## src/rtl/core/ffcp_pkg.sv

```systemverilog
// Shared types and constants for the force-feedback command parser.
// No dependencies; used by force_feedback_command_parser.
package ffcp_pkg;

	// Fixed field widths of the byte stream and of the result
	localparam int unsigned BYTE_BITS    = 8;
	localparam int unsigned OUT_VAL_BITS = 16;
	localparam int unsigned NUM_FINGERS  = 5;
	localparam int unsigned FINGER_BITS  = 3;
	localparam int unsigned KLEN_BITS    = 2;

	// Character codes
	localparam logic [BYTE_BITS-1:0] CHAR_ZERO = 8'h30;
	localparam logic [BYTE_BITS-1:0] CHAR_NINE = 8'h39;
	localparam logic [BYTE_BITS-1:0] CHAR_A    = 8'h41;
	localparam logic [BYTE_BITS-1:0] CHAR_E    = 8'h45;

	// Key finger code that marks a key which is not a finger
	localparam logic [FINGER_BITS-1:0] NO_FINGER = 3'd7;

	// Key length saturates here
	localparam logic [KLEN_BITS-1:0] KLEN_MAX = 2'd2;

	typedef logic [FINGER_BITS-1:0]  finger_t;
	typedef logic [NUM_FINGERS-1:0]  finger_mask_t;
	typedef logic [OUT_VAL_BITS-1:0] out_val_t;

	typedef enum logic [1:0] {
		STATUS_OK        = 2'd0,
		STATUS_NO_FINGER = 2'd1,
		STATUS_EMPTY_KEY = 2'd2
	} status_t;

endpackage

```

## src/rtl/core/ffcp_digit_acc.sv

```systemverilog
// Saturating decimal accumulate step: acc * 10 + digit, clipped to all ones.
// Depends on ffcp_pkg for nothing but stays parameterized on the value width.
module ffcp_digit_acc #(
	parameter int unsigned VALUE_BITS = 16
) (
	input  logic [VALUE_BITS-1:0] acc,
	input  logic [3:0]            digit,
	output logic [VALUE_BITS-1:0] acc_next
);

	localparam int unsigned WIDE_BITS = VALUE_BITS + 4;

	logic [WIDE_BITS-1:0] acc_wide;
	logic [WIDE_BITS-1:0] prod;

	// Times ten as (x << 3) + (x << 1), then add the digit
	assign acc_wide = WIDE_BITS'(acc);
	assign prod     = (acc_wide << 3) + (acc_wide << 1) + WIDE_BITS'(digit);

	// Clip when any bit above the value width is set
	assign acc_next = (prod[WIDE_BITS-1:VALUE_BITS] != '0) ? {VALUE_BITS{1'b1}}
	                                                         : prod[VALUE_BITS-1:0];

endmodule

```

## src/rtl/core/force_feedback_command_parser.sv

```systemverilog
// Force-feedback command parser: one message byte per cycle in, one result per message.
// Latency: the result is valid in the cycle after the last byte's transaction.
// Throughput: one byte per cycle; the parse update is a single registered pass,
// stalled only while a finished result waits in the output register.
// Reset: arst_n clears all parse state and the output valid; after each result
// the parse state returns to that reset state for the next message.
module force_feedback_command_parser #(
	parameter int unsigned VALUE_BITS = 16
) (
	input  logic        clk,
	input  logic        arst_n,
	// Byte stream
	input  logic        s_tvalid,
	output logic        s_tready,
	input  logic [7:0]  s_tdata,   // [7:0] in_byte
	input  logic        s_tlast,   // end_of_message
	// Result stream
	output logic        m_tvalid,
	input  logic        m_tready,
	output logic [87:0] m_tdata,   // [15:0] thumb_value, [31:16] index_value,
	                               // [47:32] middle_value, [63:48] ring_value,
	                               // [79:64] pinky_value, [84:80] present_mask, [87:85] zero
	output logic [1:0]  m_tuser    // [1:0] status
);

	localparam int unsigned NF = ffcp_pkg::NUM_FINGERS;

	// Parse state
	logic                        prev_digit_q;
	logic                        seen_digit_q;
	logic [ffcp_pkg::KLEN_BITS-1:0] key_len_q;
	ffcp_pkg::finger_t           key_finger_q;
	logic [VALUE_BITS-1:0]       acc_q;
	logic [VALUE_BITS-1:0]       values_q [NF];
	ffcp_pkg::finger_mask_t      present_q;
	logic                        empty_err_q;

	// Output register
	logic                        out_valid_q;
	ffcp_pkg::out_val_t          out_vals_q [NF];
	ffcp_pkg::finger_mask_t      out_mask_q;
	ffcp_pkg::status_t           out_status_q;

	logic                        in_xfer;
	logic                        is_digit;
	logic                        do_close;
	logic [VALUE_BITS-1:0]       acc_step;

	// After closing the previous command
	logic                        seen_c;
	logic [ffcp_pkg::KLEN_BITS-1:0] key_len_c;
	ffcp_pkg::finger_t           key_finger_c;
	logic [VALUE_BITS-1:0]       values_c [NF];
	ffcp_pkg::finger_mask_t      present_c;
	logic                        empty_err_c;

	// After consuming the byte
	logic                        seen_n;
	logic [ffcp_pkg::KLEN_BITS-1:0] key_len_n;
	ffcp_pkg::finger_t           key_finger_n;
	logic [VALUE_BITS-1:0]       acc_n;

	// After the final close on the last byte
	logic [VALUE_BITS-1:0]       values_f [NF];
	ffcp_pkg::finger_mask_t      present_f;
	logic                        empty_err_f;
	ffcp_pkg::status_t           status_f;

	assign s_tready = !out_valid_q || m_tready;
	assign in_xfer  = s_tvalid && s_tready;
	assign is_digit = (s_tdata >= ffcp_pkg::CHAR_ZERO) && (s_tdata <= ffcp_pkg::CHAR_NINE);
	assign do_close = !is_digit && prev_digit_q;

	ffcp_digit_acc #(
		.VALUE_BITS(VALUE_BITS)
	) u_digit_acc (
		.acc      (acc_q),
		.digit    (4'(s_tdata - ffcp_pkg::CHAR_ZERO)),
		.acc_next (acc_step)
	);

	// Close the running command when a non-digit follows a digit
	always_comb begin
		seen_c       = do_close ? 1'b0 : seen_digit_q;
		key_len_c    = do_close ? '0 : key_len_q;
		key_finger_c = do_close ? ffcp_pkg::NO_FINGER : key_finger_q;
		present_c    = present_q;
		empty_err_c  = empty_err_q;
		for (int i = 0; i < NF; i++) begin
			values_c[i] = values_q[i];
			if (do_close && key_finger_q == ffcp_pkg::finger_t'(i)) begin
				present_c[i] = 1'b1;
				if (seen_digit_q) begin
					values_c[i] = acc_q;
				end else begin
					empty_err_c = 1'b1;
				end
			end
		end
	end

	// Consume the byte: extend the digit run or the key
	always_comb begin
		seen_n       = seen_c;
		key_len_n    = key_len_c;
		key_finger_n = key_finger_c;
		acc_n        = do_close ? '0 : acc_q;
		if (is_digit) begin
			seen_n = 1'b1;
			acc_n  = acc_step;
		end else if (!seen_c) begin
			if (key_len_c == '0 && s_tdata >= ffcp_pkg::CHAR_A
			    && s_tdata <= ffcp_pkg::CHAR_E) begin
				key_finger_n = ffcp_pkg::finger_t'(s_tdata - ffcp_pkg::CHAR_A);
			end else begin
				key_finger_n = ffcp_pkg::NO_FINGER;
			end
			if (key_len_c < ffcp_pkg::KLEN_MAX) begin
				key_len_n = key_len_c + ffcp_pkg::KLEN_BITS'(1);
			end
		end
	end

	// Final close and status on the last byte
	always_comb begin
		present_f   = present_c;
		empty_err_f = empty_err_c;
		for (int i = 0; i < NF; i++) begin
			values_f[i] = values_c[i];
			if (key_finger_n == ffcp_pkg::finger_t'(i)) begin
				present_f[i] = 1'b1;
				if (seen_n) begin
					values_f[i] = acc_n;
				end else begin
					empty_err_f = 1'b1;
				end
			end
		end
		if (present_f == '0) begin
			status_f = ffcp_pkg::STATUS_NO_FINGER;
		end else if (empty_err_f) begin
			status_f = ffcp_pkg::STATUS_EMPTY_KEY;
		end else begin
			status_f = ffcp_pkg::STATUS_OK;
		end
	end

	// Advance parse state; return to reset state after the last byte
	always_ff @(posedge clk or negedge arst_n) begin
		if (!arst_n) begin
			prev_digit_q <= 1'b0;
			seen_digit_q <= 1'b0;
			key_len_q    <= '0;
			key_finger_q <= ffcp_pkg::NO_FINGER;
			acc_q        <= '0;
			present_q    <= '0;
			empty_err_q  <= 1'b0;
			for (int i = 0; i < NF; i++) begin
				values_q[i] <= '0;
			end
		end else if (in_xfer) begin
			if (s_tlast) begin
				prev_digit_q <= 1'b0;
				seen_digit_q <= 1'b0;
				key_len_q    <= '0;
				key_finger_q <= ffcp_pkg::NO_FINGER;
				acc_q        <= '0;
				present_q    <= '0;
				empty_err_q  <= 1'b0;
				for (int i = 0; i < NF; i++) begin
					values_q[i] <= '0;
				end
			end else begin
				prev_digit_q <= is_digit;
				seen_digit_q <= seen_n;
				key_len_q    <= key_len_n;
				key_finger_q <= key_finger_n;
				acc_q        <= acc_n;
				present_q    <= present_c;
				empty_err_q  <= empty_err_c;
				for (int i = 0; i < NF; i++) begin
					values_q[i] <= values_c[i];
				end
			end
		end
	end

	// Output valid: set on the last byte, drop when taken
	always_ff @(posedge clk or negedge arst_n) begin
		if (!arst_n) begin
			out_valid_q <= 1'b0;
		end else if (in_xfer && s_tlast) begin
			out_valid_q <= 1'b1;
		end else if (m_tready) begin
			out_valid_q <= 1'b0;
		end
	end

	// Load result payload; values show only when status is ok
	always_ff @(posedge clk) begin
		if (in_xfer && s_tlast) begin
			out_mask_q   <= present_f;
			out_status_q <= status_f;
			for (int i = 0; i < NF; i++) begin
				out_vals_q[i] <= (status_f == ffcp_pkg::STATUS_OK)
				                 ? ffcp_pkg::OUT_VAL_BITS'(values_f[i]) : '0;
			end
		end
	end

	assign m_tvalid = out_valid_q;
	assign m_tdata  = {3'b000, out_mask_q, out_vals_q[4], out_vals_q[3],
	                   out_vals_q[2], out_vals_q[1], out_vals_q[0]};
	assign m_tuser  = out_status_q;

endmodule
```

## config.mk

```make
export PLATFORM = sky130hd
export DESIGN_NAME = force_feedback_command_parser
export DESIGN_NICKNAME = d
export VERILOG_FILES = /design/src/rtl/core/ffcp_pkg.sv /design/src/rtl/core/ffcp_digit_acc.sv /design/src/rtl/core/force_feedback_command_parser.sv
export SDC_FILE = /design/constraint.sdc
export NUM_CORES = 1
export LEC_CHECK = 0
export ABC_AREA = 1
export BUFFER_PORTS_ARGS = -buffer_cell sky130_fd_sc_hd__buf_4
export CAP_MARGIN = 15
export CORE_MARGIN = 1
export CORE_UTILIZATION = 65
export CTS_CLUSTER_DIAMETER = 200
export CTS_CLUSTER_SIZE = 16
export DETAILED_ROUTE_END_ITERATION = 8
export HOLD_SLACK_MARGIN = 0.12
export PLACE_DENSITY = 0.86
export RECOVER_POWER = 25
export SLEW_MARGIN = 25
export SYNTH_ARGS = -nofsm -noshare
export SYNTH_HDL_FRONTEND = slang
export SYNTH_SLANG_ARGS = --single-unit
```

## constraint.sdc

```tcl
create_clock -name clk -period 12.55 [get_ports clk]
set_input_delay 2.51 -clock clk [delete_from_list [all_inputs] [get_ports clk]]
set_output_delay 2.51 -clock clk [all_outputs]
set_load 0.01 [all_outputs]
```

* Word-level counts from Yosys, hierarchy flattened
Memory sizes are Yosys's and may differ from the RTL's. Cells that the tools add are included. W data, S select, Z words.
Storage, ports and cells: flip-flop bits (word level) 117, bits in latches 0, bits in writable memories 80, bits in read-only memories 0, bits of input ports 13, output and inout port bits 92, word-level logic and storage cells 137, memories kept 1
Operators by class: add/sub/neg operators 5, $mul 0, divide/modulo/power cells 0, $lt $le $gt $ge 5, equality and inequality tests 8, shift operators 0, muxes and demuxes 82, bitwise logic cells 0, reductions and logical operators 21
Memory list:
- out_vals_q | words 5, bits a word 16, rd ports 5, clocked after memory_dff 0, write ports 5, RTL line force_feedback_command_parser.sv:40 | ffcp_pkg::out_val_t out_vals_q [NF];
Operators with widths (count):
- $mux W16 | 29
- $mux W80 | 1
- $mux W1 | 39
- $add A19 B17 Y20 | 1
- $add A20 B4 Y20 | 1
- $mux W3 | 5
- $mux W2 | 7
- $eq A3 B2 Y1 const B | 4
- $logic_and A1 B1 Y1 | 11
- $ge A8 B6 Y1 const B | 1
- $ge A8 B7 Y1 const B | 1
- $le A8 B6 Y1 const B | 1
- $le A8 B7 Y1 const B | 1
- $eq A3 B1 Y1 const B | 2
- $eq A3 B3 Y1 const B | 2
- $logic_not A3 Y1 | 2
- $logic_not A5 Y1 | 1
- $mux W5 | 1
- $logic_not A2 Y1 | 2
- $reduce_bool A4 Y1 | 1
- $sub A4 B1 Y4 const B | 1
- $sub A3 B1 Y3 const B | 1
- $add A2 B1 Y2 const B | 1
- $logic_not A1 Y1 | 2
- other kinds (3) | 3

* Logic depth before layout (Yosys ltp)
word-level depth 28, mapped depth 23, mapped depth without buffers 22

* Hierarchy
From an unflattened synthesis, not the netlist that was laid out.
Unflattened totals: cell total of the unflattened synthesis 1362, area, all modules 11491.0 um^2
By module, submodules not included:
- force_feedback_command_parser | times used 1, cells an instance 1122, area each 9965.8 um^2, seq. area each 5368.9 um^2
- ffcp_digit_acc | times used 1, cells an instance 240, area each 1525.2 um^2, seq. area each 0.0 um^2

* Worst setup path after synthesis
No wires, ideal clock.
path kind input-to-reg, start input m_tready, end register present_q[4], library setup time 0.137 ns, arrival 7.292 ns, required time 12.413 ns, setup slack 5.121 ns, cell stages on the path 8, buffers on the path 1, path through inv_1 nand2_1 nand2_1 clkbuf_1 nor2_1 inv_1 o21ai_0 a21oi_1
On the way: longest elaborated chain between the ends 2
Ends and longest elaborated chain:
- start, declared | RTL line force_feedback_command_parser.sv:19 | input logic m_tready,
- $logic_or A1 B1 Y1 | RTL line force_feedback_command_parser.sv:69 | assign s_tready = !out_valid_q || m_tready;
- via s_tready | RTL line force_feedback_command_parser.sv:14 | output logic s_tready,
- $logic_and A1 B1 Y1 | RTL line force_feedback_command_parser.sv:70 | assign in_xfer = s_tvalid && s_tready;
- end signal, assigned | RTL line force_feedback_command_parser.sv:179 | present_q <= present_c;
- end, declared | RTL line force_feedback_command_parser.sv:35 | ffcp_pkg::finger_mask_t present_q;
The timed path passes the listed nets, and every way through them passes these cells. A chain may end at the register's enable or synchronous reset.

==> results.yml <==
status:
  status: "finished, violations left"
  violations: "max-capacitance violations, max-slew violations"
die:
  ios: 105
  die_area_sq_mm: 0.0171
  fp-row-count: 46
  start_util_pct: 67.2
  fp.dieW_um: 131
  core_area_sq_mm: 0.0161
  die_h_um: 131
worst_setup_path:
  worst-path-buf-inv: 2
  crit_family: "buffers and inverters"
  cpPeakStageDelay_ns: 2.84
  crit_chain: "clkbuf_1 > clkbuf_1"
  cpMaxStageDelayCell: "clkbuf_1"
  critPathMostFrequentCell: "clkbuf_1"
  start_kind: "input pin"
  worstPathMaxFanout: 73
  critPathCaptureType: "async pin"
  worstPathRequired_ns: 12.19
  worst-setup-path-type: "input pin to async pin"
  arrival_ns: 6.81
power_and_ir_drop:
  power_density_mw_per_mm2: 112
  peakVddDrop_mv: 0.104
  p_leak_nw: 5.91
clocking:
  post_cts_buffers: 0
  tritoncts: "built"
  worstSkewPairLatency_ns: 0.45
  cts_hold_buf: 0
  clkSlewWorstSetupHoldPaths_ns: 0.07
  htree_levels: 4
  clock_sinks: 197
  root_buffer: "clkbuf_16"
  numCtsBuffers: 17
  cts_buffer_depth: 2
  ctsResizeCount: 0
timing:
  relSlewSlack_pct: -160
  min_period_over_period_pct: 57.1
  tns_ns: 0
  fin_crit_ns: 7.17
  maxSlewViolCount: 113
  finalHoldViolCount: 0
  holdWs_ns: 0.487
  rsz0062_at_grt: "no"
  clock.fmax_ghz: 0.140
  finClkSkew_ns: 0.0117
  setup_viol_count_final: 0
  tightest_slew_ns: 3.91
global_route:
  grt_max_degree: 94
  grt.total_usage_pct: 37.3
  grt_pass1_vias: 9181
  antenna_found_initial: 0
  overflow: 0
  grt_pass1_wl_um: 47600
route:
  drt_iter0_drc: 1370
  route.detailed.drc: 0
  vias_per_cell: 6.31
  wirelength_met1_um: 11400
  firstDrtPassIters: 6
  routed-wl-met3_um: 3270
  drt.antenna.violating_nets: 0
  routed-via-count: 9968
  avgRoutedWirePerCell_um: 19.4
  drt_wl_total_um: 30600
  route.met2.wl_um: 14300
  top_layer: "met4"
placement:
  io_buffer_count: 101
  place_congestion: 0.947
  placed_area_sq_mm: 0.0115
  place_hpwl_um: 20000
logic_synthesis:
  ys_async_sr_fraction_pct: 55.8
  yosysTopAreaCellShare_pct: 24.8
  netlist_area_sq_mm: 0.0108
  synth_seq_area_share_pct: 49.7
  synth_ff_type: "dfrtp_1"
  synth_cells: 1288
  synth_cell_types: 42
  synth_top_cells_by_count: "nand2_1 (281), o21ai_0 (124), nor2_1 (122)"
  ys_seq_elements: 197
  yosysMostFrequentCell: "nand2_1"
  ys_top_cells_by_area: "dfrtp_1 (25%), edfxtp_1 (24%), nand2_1 (9.8%), o21ai_0 (5.7%), nand3_1 (5.4%)"
  yosys_warnings: 0
  synth-edff-count: 87
  syn_area_per_cell_sq_um: 8.38
  synth_largest_area_cell: "dfrtp_1"
layout:
  fin_nets: 1398
  final_util_pct: 75.2
  drive_above_1_share_pct: 13.3
  area_delta_synth_final_pct: 11.9
  final_cell_area_sq_mm: 0.0121
run:
  drv_cap: 2
min_path:
  hold_class: "flop to flop"
==> report_power, final <==
part / internal [mW] / switching [mW] / total [mW]
Sequential: 0.688 / 0.0106 / 0.699
Combinational: 0.0329 / 0.0889 / 0.122
Clock: 0.283 / 0.250 / 0.533
==> cells in the final DEF (no fill, tap or decap), types with 4 or more instances in the layout <==
master     synthesis  layout
inv_1             83      82
clkbuf_1          45      14
nand2_2           18      20
nor2_1           122     120
buf_4              5     101
nand4_1            8       8
a21oi_1           95      95
a211oi_1           4       4
dfrtp_1          107     107
o22ai_1           78      78
ha_1              34      34
nor3_1             6       6
edfxtp_1          87      87
nand3_1          116     116
nor2_2             7       8
o21ai_0          124     123
clkbuf_16          0      17
inv_2              4       4
nand2_1          281     279
nand3_2            5       5
==> state kept, by name, indices dropped and copies added, names as in the netlist <==
| signal | flops |
|---|---|
| acc_q | 16 |
| out_mask_q | 5 |
| present_q | 5 |
| key_len_q | 2 |
| m_tvalid | 1 |
| m_tuser | 2 |
| empty_err_q | 1 |
| key_finger_q | 3 |
| prev_digit_q | 1 |
| values_q | 80 |
| seen_digit_q | 1 |
| out_vals_q | 80 |
==> metal layers <==
metal | track usage, % | vias to the layer above
met4 | 21.2 | 0
li1 | - | 4530
met1 | 48.2 | 4573
met3 | 7.70 | 149
met2 | 59.0 | 716
met5 | 0 | -
==> stage by stage <==
step                      total power, mW  setup WS [ns]  cells
after global routing                 1.38           4.26   1578
final                                1.35           5.38   1579
after global placement              0.830           6.46   1546
after CTS                            1.35           6.82   1578
after floorplan                     0.781           5.12   1290
after detailed placement            0.831           6.38   1546
==> cell type report <==
type / instances / area (sq um)
flip-flops and latches: 197 / 5370
multi-input cells: 932 / 4730
fillers: 1174 / 3980
repair buffers: 113 / 803
clock buffers: 20 / 447
inverters: 88 / 333
well taps: 216 / 270
clock inverters: 12 / 123
diodes: 1 / 2.50
==> path summary, 6_finish.rpt <==
kind / startpoint / to / slack (ns) / cells after the start
min in group asynchronous: arst_n / empty_err_q$_DFFE_PN0P_ / 2.62 / 1
hold / removal: values_q[57]$_DFFE_PN0P_ / values_q[57]$_DFFE_PN0P_ / 0.49 / 2
max in group clk: s_tdata[0] / out_vals_q[0][78]$_SDFFCE_PP0P_ / 6.69 / 20
setup reg to reg: acc_q[0]$_DFFE_PN0P_ / out_vals_q[0][29]$_SDFFCE_PP0P_ / 8.54 / 15
hold reg to reg: values_q[57]$_DFFE_PN0P_ / values_q[57]$_DFFE_PN0P_ / 0.49 / 2
setup / recovery: arst_n / acc_q[12]$_DFFE_PN0P_ / 5.38 / 2
==> logic make-up after synthesis <==
logic type               synth area share [%]
XOR/XNOR                                0.406
AND/OR/NAND/NOR                          22.9
other                                  0.0347
flip-flops                               49.7
buffers and inverters                    6.64
AO/OA/AOI/OAI                            16.0
adder cells (fa/ha/maj)                  4.31
No activity file was read; power rests on OpenSTA's default activity.
